<file path="src/rtl/segment_pair_intersect_near_top_defines.svh">
// Assertion macros for the segment pair intersect block.
`ifndef SEGMENT_PAIR_INTERSECT_NEAR_TOP_DEFINES_SVH
`define SEGMENT_PAIR_INTERSECT_NEAR_TOP_DEFINES_SVH

// Generic clocked check, disabled while the active-low reset is asserted.
`define SGI_ASSERT(lbl, clk, rst_n, prop, msg) \
    lbl: assert property (@(posedge clk) disable iff (!rst_n) prop) else $error(msg);

// Check on the block clock and reset.
`define SGI_CHK(lbl, prop, msg) `SGI_ASSERT(lbl, i_clk, i_rst_n, prop, msg)

`endif

</file>
<file path="src/rtl/sgi_pkg.sv">
// Shared constants for the segment pair intersect block.
package sgi_pkg;
    localparam int COORD_BITS_DEF = 16;
    localparam int LIMIT_BITS     = 16;
    localparam int LIM2_BITS      = 2 * LIMIT_BITS;
endpackage

</file>
<file path="src/rtl/sgi_div.sv">
// Pipelined restoring divider, one quotient bit per stage, with truncating offset.
module sgi_div #(
    parameter int C = sgi_pkg::COORD_BITS_DEF
) (
    input  logic                    i_clk,
    input  logic                    i_en,
    input  logic [3*C+1:0]          i_num,
    input  logic [2*C+1:0]          i_den,
    input  logic signed [C-1:0]     i_base,
    input  logic                    i_neg,
    output logic signed [C-1:0]     o_val
);
    localparam int DW = 2 * C + 2;
    localparam int NW = DW + C;
    localparam int Q  = C;

    logic [DW-1:0]       r_rem  [0:Q];
    logic [Q-1:0]        r_low  [0:Q];
    logic [Q-1:0]        r_quo  [0:Q];
    logic [DW-1:0]       r_den  [0:Q];
    logic signed [C-1:0] r_base [0:Q];
    logic                r_neg  [0:Q];
    logic signed [C-1:0] r_val;

    logic signed [C+1:0] n_sum;
    logic signed [C+1:0] n_val;
    logic                n_rnz;

    always_ff @(posedge i_clk) begin
        if (i_en) begin
            r_rem[0]  <= i_num[NW-1:Q];
            r_low[0]  <= i_num[Q-1:0];
            r_quo[0]  <= '0;
            r_den[0]  <= i_den;
            r_base[0] <= i_base;
            r_neg[0]  <= i_neg;
        end
    end

    for (genvar k = 0; k < Q; k++) begin : g_step
        logic [DW:0] trial;
        logic [DW:0] diff;
        logic        ge;
        assign trial = {r_rem[k], r_low[k][Q-1]};
        assign diff  = trial - {1'b0, r_den[k]};
        assign ge    = trial >= {1'b0, r_den[k]};
        always_ff @(posedge i_clk) begin
            if (i_en) begin
                r_rem[k+1]  <= ge ? diff[DW-1:0] : trial[DW-1:0];
                r_low[k+1]  <= {r_low[k][Q-2:0], 1'b0};
                r_quo[k+1]  <= {r_quo[k][Q-2:0], ge};
                r_den[k+1]  <= r_den[k];
                r_base[k+1] <= r_base[k];
                r_neg[k+1]  <= r_neg[k];
            end
        end
    end

    // truncate toward zero: step back one when the remainder is nonzero
    always_comb begin
        n_rnz = r_rem[Q] != '0;
        if (r_neg[Q]) begin
            n_sum = $signed({{2{r_base[Q][C-1]}}, r_base[Q]}) - $signed({2'b00, r_quo[Q]});
            n_val = (n_rnz && (n_sum > 0)) ? n_sum - $signed((C+2)'(1)) : n_sum;
        end else begin
            n_sum = $signed({{2{r_base[Q][C-1]}}, r_base[Q]}) + $signed({2'b00, r_quo[Q]});
            n_val = (n_rnz && n_sum[C+1]) ? n_sum + $signed((C+2)'(1)) : n_sum;
        end
    end

    always_ff @(posedge i_clk) begin
        if (i_en) begin
            r_val <= n_val[C-1:0];
        end
    end

    assign o_val = r_val;
endmodule

</file>
<file path="config.mk">
export PLATFORM = sky130hd
export DESIGN_NAME = sgi_div
export DESIGN_NICKNAME = d
export VERILOG_FILES = /design/src/rtl/segment_pair_intersect_near_top_defines.svh /design/src/rtl/sgi_pkg.sv /design/src/rtl/sgi_div.sv
export SDC_FILE = /design/constraint.sdc
export NUM_CORES = 2
export LEC_CHECK = 0
export BUFFER_PORTS_ARGS = -buffer_cell sky130_fd_sc_hd__buf_2
export CAP_MARGIN = 0
export CORE_MARGIN = 5
export CORE_UTILIZATION = 64
export CTS_CLUSTER_SIZE = 8
export DETAILED_ROUTE_END_ITERATION = 12
export GPL_TIMING_DRIVEN = 0
export PLACE_DENSITY = 0.8
export RECOVER_POWER = 25
export SYNTH_ARGS = -nofsm -noshare
export SYNTH_HDL_FRONTEND = slang
export SYNTH_SLANG_ARGS = --single-unit
</file>
<file path="constraint.sdc">
create_clock -name i_clk -period 4.1 [get_ports i_clk]
set_input_delay 0.205 -clock i_clk [delete_from_list [all_inputs] [get_ports i_clk]]
set_output_delay 0.205 -clock i_clk [all_outputs]
set_load 0.1 [all_outputs]
</file>
; ---- Word-level counts from Yosys, hierarchy flattened
; Memories as Yosys holds them, arrays and structs flattened.
; Index checks and enable logic that the tools add are counted.
[totals]
wordCells = 68
ram_bits = 1989
reg_bits = 16
in_bits = 103
romBits = 0
latchBits = 0
mem_count = 6
[classes]
mux = 21
n_reduce_logical = 3
div_mod_pow = 0
add_sub_neg = 20
magnitude_cmp = 17
bitwise_logic = 0
eq_ne = 0
n_shift = 0
mul = 0
[mem_list]
columns = name, words, word_bits, rd, rd_clocked_by_memory_dff, write_ports, line_no
row1 = r_den, 17, 34, 16, 0, 17, sgi_div.sv:20  ; logic [DW-1:0] r_den [0:Q];
row2 = r_rem, 17, 34, 17, 0, 17, sgi_div.sv:17  ; logic [DW-1:0] r_rem [0:Q];
row3 = r_base, 17, 16, 17, 0, 17, sgi_div.sv:21  ; logic signed [C-1:0] r_base [0:Q];
row4 = r_low, 17, 16, 16, 0, 17, sgi_div.sv:18  ; logic [Q-1:0] r_low [0:Q];
row5 = r_quo, 17, 16, 17, 0, 17, sgi_div.sv:19  ; logic [Q-1:0] r_quo [0:Q];
row6 = r_neg, 17, 1, 17, 0, 17, sgi_div.sv:22  ; logic r_neg [0:Q];
[op_table]
columns = cell, n
row1 = greater-or-equal comparator 35 x 34 -> 1 bit, 16
row2 = two-way mux 34 bit, 16
row3 = subtractor 34 bit, 16
row4 = two-way mux 16 bit, 3
row5 = nonzero test 34 bit, 1
row6 = adder 16 x 17 -> 18 bit, 1
row7 = greater-than comparator 18 x 1 -> 1 bit (second input constant), 1
row8 = subtractor 16 x 17 -> 18 bit, 1
row9 = adder 16 x 2 -> 16 bit (second input constant), 1
row10 = subtractor 16 x 2 -> 16 bit (second input constant), 1
row11 = logical AND 1 bit, 2
row12 = two-way mux 1 bit, 2

; ---- Depth between registers and ports, before layout
; An unclocked memory read counts as a cell.
[logic_depth]
ltp_word = 6
depth_mapped = 15

; ---- Worst setup path before layout
; OpenSTA, ideal clock, no wires.
[synth_timing]
path_type = register to register
start = memory r_quo[0][256] (netlist name)
end = register r_val[12] (netlist: o_val[12]) (data pin)
path_stages_with_launch = 13
synth_period_minus_slack_ps = 3575
setup_ps = 260
t_arrival_ps = 3315
path_buffers = 0
slack_ps = 525
required_ps = 3840
path_cell_list = edfxtp_1 -> ha_1 -> fa_1 -> nand2b_1 -> a21oi_2 -> o221a_4 -> nor2_2 -> xnor2_1 -> or4_4 -> nor4_4 -> a2111oi_0 -> xnor2_1 -> mux2_2
[synth_rtl]
columns = item, line_no
row1 = "start, declared", sgi_div.sv:19
row2 = "end signal, assigned", sgi_div.sv:73  ; r_val <= n_val[C-1:0];
row3 = "end, declared", sgi_div.sv:23  ; logic signed [C-1:0] r_val;

==> summary.md <==
| Metric | Value |
|---|---|
| Status | `finished with violations` |
| Failing checks | `negative setup slack` |
| Slowest CP cell | `o311ai_2` |
| PnR worst setup slack | `-0.009032 ns` |
| DP HPWL | `about 170000 um` |
| Final Setup Violations | `2` |
| Synth-to-Final Area Change | `12.94%` |
| Slowest cell delay on critical path | `about 0.52 ns` |
| Num CTS Buffers | `231` |
| TritonCTS clock tree | `yes` |
| Critical path cell sequence | `inv_1 > ha_1 > nor2b_1 > o31a_1 > o311ai_2 > a31oi_4 > o2111ai_1 > a31oi_4 > o21ai_0 > and2_2 > clkbuf_2 > o21ai_0` |
| Slew at the pin closest to its max-slew limit | `1.156 ns` |
| All-layer global routing usage | `0.3197` |
| Clock buffer depth | `3` |
| Reg power frac | `0.350` |
| Switching power total | `about 30 mW` |
| Std cell rows | `136` |
| Clk pwr share | `0.218` |
| Post-DRT Antenna Nets | `0` |
| Layout cells sized above 1 | `0.09134` |
| CP Capture Type | `register` |
| Final worst path period need | `slightly above 4 ns` |
| Area of the multi-input gates | `0.03488 mm2` |
| Avg Cell Area, Syn | `~12 um2` |
| Gr ovfl total | `0` |
| Yosys top cell by area | `edfxtp_1` |
| Wirelength per Cell | `24.11 um` |
| Period utilization | `1.002` |
| Initial drt markers | `about 6000` |
| # Max-Cap Violations | `0` |
| CTS sink cnt | `about 1700` |
| Die X | `382.4 um` |
| Crit path arrival time | `roughly 4.6 ns` |
| Placed cell area | `around 0.09 mm2` |
| Cell variety after synth | `100` |
| Post-synthesis sequential area ratio | `0.5747` |
| Gp weighted congestion | `around 0.97` |
| Ys async rst share | `0` |
| Drc violations | `0` |
| # IOs | `119` |
| Clock skew | `roughly 0.082 ns` |
| Slew Viols, Final | `0` |
| Clk pin slew, worst setup/hold paths | `roughly 0.060 ns` |
| Pint | `approximately 48 mW` |
| Slew margin rel. | `0.2294` |
| RSZ-0062 raised after global routing | `yes` |
| Hold violation total from the final report | `0` |
| Fin cells | `a little under 10000` |
| Number of synthesized flops with an enable pin | `around 1700` |
| CP Launch Type | `register` |
| Reg area | `around 0.05 mm2` |
| Leak Pwr | `a little over 40 nW` |
| Critical setup path kind | `reg -> reg` |
| Nets | `slightly below 9000` |
| Sw frac | `0.3884` |
| Yosys top cell area share | `0.5747` |
| # fillers | `9130` |
| Via density | `about 6.3` |
| Fmax | `0.2434 GHz` |
| Top_reg_cell synth | `edfxtp_1` |
| First-pass GRT wire length | `359300 um` |
| Router iterations before antenna repair | `6` |
| Dpl cells | `around 9500` |
| Worst Path Required | `approximately 4.6 ns` |
| Warnings, synthesis | `0` |
| VDD IR max | `roughly 0.00046 V` |
| DIE AREA | `~0.15 mm2` |
| Net count after synthesis | `around 8300` |
| Design area | `roughly 0.1 mm2` |
| Crit Path Max Fanout | `10` |
| Vias | `around 63000` |
| Area contributors post-synth | `edfxtp_1 57%, ha_1 8.2%, o21ai_0 3.4%` |
| Total power per unit cell area | `between 700 and 800 mW/mm2` |
| Starting Density | `0.6448` |
| Comb power frac | `0.432` |
| Synth Instances | `7600` |
| CTS root buf | `clkbuf_16` |
| Worst Hold Class | `in -> reg` |
| H-tree levels | `4` |
| Worst skew pair latency | `roughly 0.86 ns` |
| Port Buf Inserts | `around 120` |
| Synth Register Bits | `1699` |
| Die height | `roughly 380 um` |
| Initial antenna violation count | `4` |
| Largest net degree at the start of global routing | `roughly 190` |
| Vias in the first global route | `roughly 62000` |
| Cell Area, Synth | `slightly below 0.09 mm2` |
| Design Power | `about 78 mW` |
| Drt total wl | `approximately 240000 um` |
| Worst Hold Slack | `0.07376 ns` |
| CORE AREA | `0.1377 mm2` |
critical path: cells and delay by family (launching register included):
kind | cells | cell delay (ns)
fa+ha+maj | 1 | 0.24
compound gates | 7 | 2.06
simple gates | 2 | 0.53
flops | 1 | 0.46
buf+inv | 2 | 0.47
synth_stat cells, types with 96 or more instances:
master,number
a21o_1,308
xor2_1,211
inv_1,755
nand2_1,607
nor2_1,362
nand2b_1,96
nand4_1,108
xnor2_1,262
a21oi_1,527
ha_1,581
edfxtp_1,1699
o21ai_0,600
clkbuf_1,154
nand3_1,118
cells in the final DEF (no fill, tap or decap), types with 53 or more instances in the layout:
master         instances
a21o_1               308
a21oi_1              516
a31oi_1               58
and3_1                53
buf_2                129
clkbuf_1             101
clkbuf_16            231
dlygate4sd3_1        102
edfxtp_1            1699
ha_1                 580
inv_1                753
mux2_2                88
nand2_1              604
nand2b_1              95
nand3_1              118
nand4_1              108
nor2_1               360
nor2b_1               59
nor3_1                89
o21a_1                83
o21ai_0              586
o21bai_1              75
xnor2_1              262
xor2_1               211
power groups by stage:
stage | logic (mW) | registers, mW | clock network, mW
after floorplan | 22.8 | 26.4 | 0
after global placement | 31.0 | 28.2 | 0
after detailed placement | 31.6 | 27.5 | 0
after CTS | 32.5 | 27.2 | 17.2
after global routing | 36.6 | 27.5 | 18.0
final | 33.6 | 27.3 | 17.0
routing by layer:
layer  vias to the layer above  track usage  part of all wire
met5                         -            0           0.00013
met4                         4       0.1678             0.062
met3                       778      0.05241             0.069
met2                      2877       0.5486              0.49
met1                     30261       0.3918              0.38
li1                      28911            -                 -
area by class of cell:
type | instances | share of cell area
buffer | 185 | 0.009223
tap | 1794 | 0.02239
inverter | 759 | 0.02845
timing repair buffer | 262 | 0.02145
clock buffer | 232 | 0.05770
sequential | 1699 | 0.5089
clock inverter | 18 | 0.003981
antenna | 1 | 0.00002496
multi-input combinational | 4947 | 0.3479
stage by stage:
step | utilization | worst slack, ns | setup TNS [ns]
finish | 0.7283 | -0.009032 | -0.009933
floorplan | - | 0.5251 | 0
CTS | 0.7243 | 0.001931 | 0
detailed placement | 0.6677 | -1.033 | -168.13
global route | 0.7283 | -0.05191 | -0.1532
global placement | 0.6654 | -22.57 | -
registers in the layout (all words and copies together) (netlist names):
signal  cells
r_rem     578
r_den     544
r_base    272
r_low     136
r_quo     136
r_neg      17
o_val      16
path summary, 6_finish.rpt:
check | from | to | slack (ns) | cells after the start
setup / recovery | r_den[0][409] | r_rem[13][32] | -0.009 | 12
hold / removal | i_num[12] | r_low[0][12] | 0.07 | 2
hold reg to reg | r_base[0][59] | r_base[0][75] | 0.40 | 0
setup reg to reg | r_den[0][409] | r_rem[13][32] | -0.009 | 12
cells by family (layout without fill, tap and decap cells):
logic type / Yosys count / count (layout) / synth area share
flip-flops: 1699 / 1699 / 0.5747
buffers and inverters: 954 / 1456 / 0.04093
AND/OR/NAND/NOR: 1706 / 1706 / 0.09246
adder cells (fa/ha/maj): 599 / 599 / 0.08595
XOR/XNOR: 473 / 473 / 0.04667
multiplexers: 111 / 111 / 0.01384
AO/OA/AOI/OAI: 2058 / 2058 / 0.1454
other: 0 / 1 / 0
repair_timing:
item | 4_1_cts | 5_1_grt
hold buffers | 102 | 0
setup endpoints to repair | 463 | 447
pin swaps | 12 | 20
buffers inserted | 16 | 14
endpoints found under the hold margin | 220 | 0
resized for setup | 140 | 143
Power figures use the tool's default switching activity.
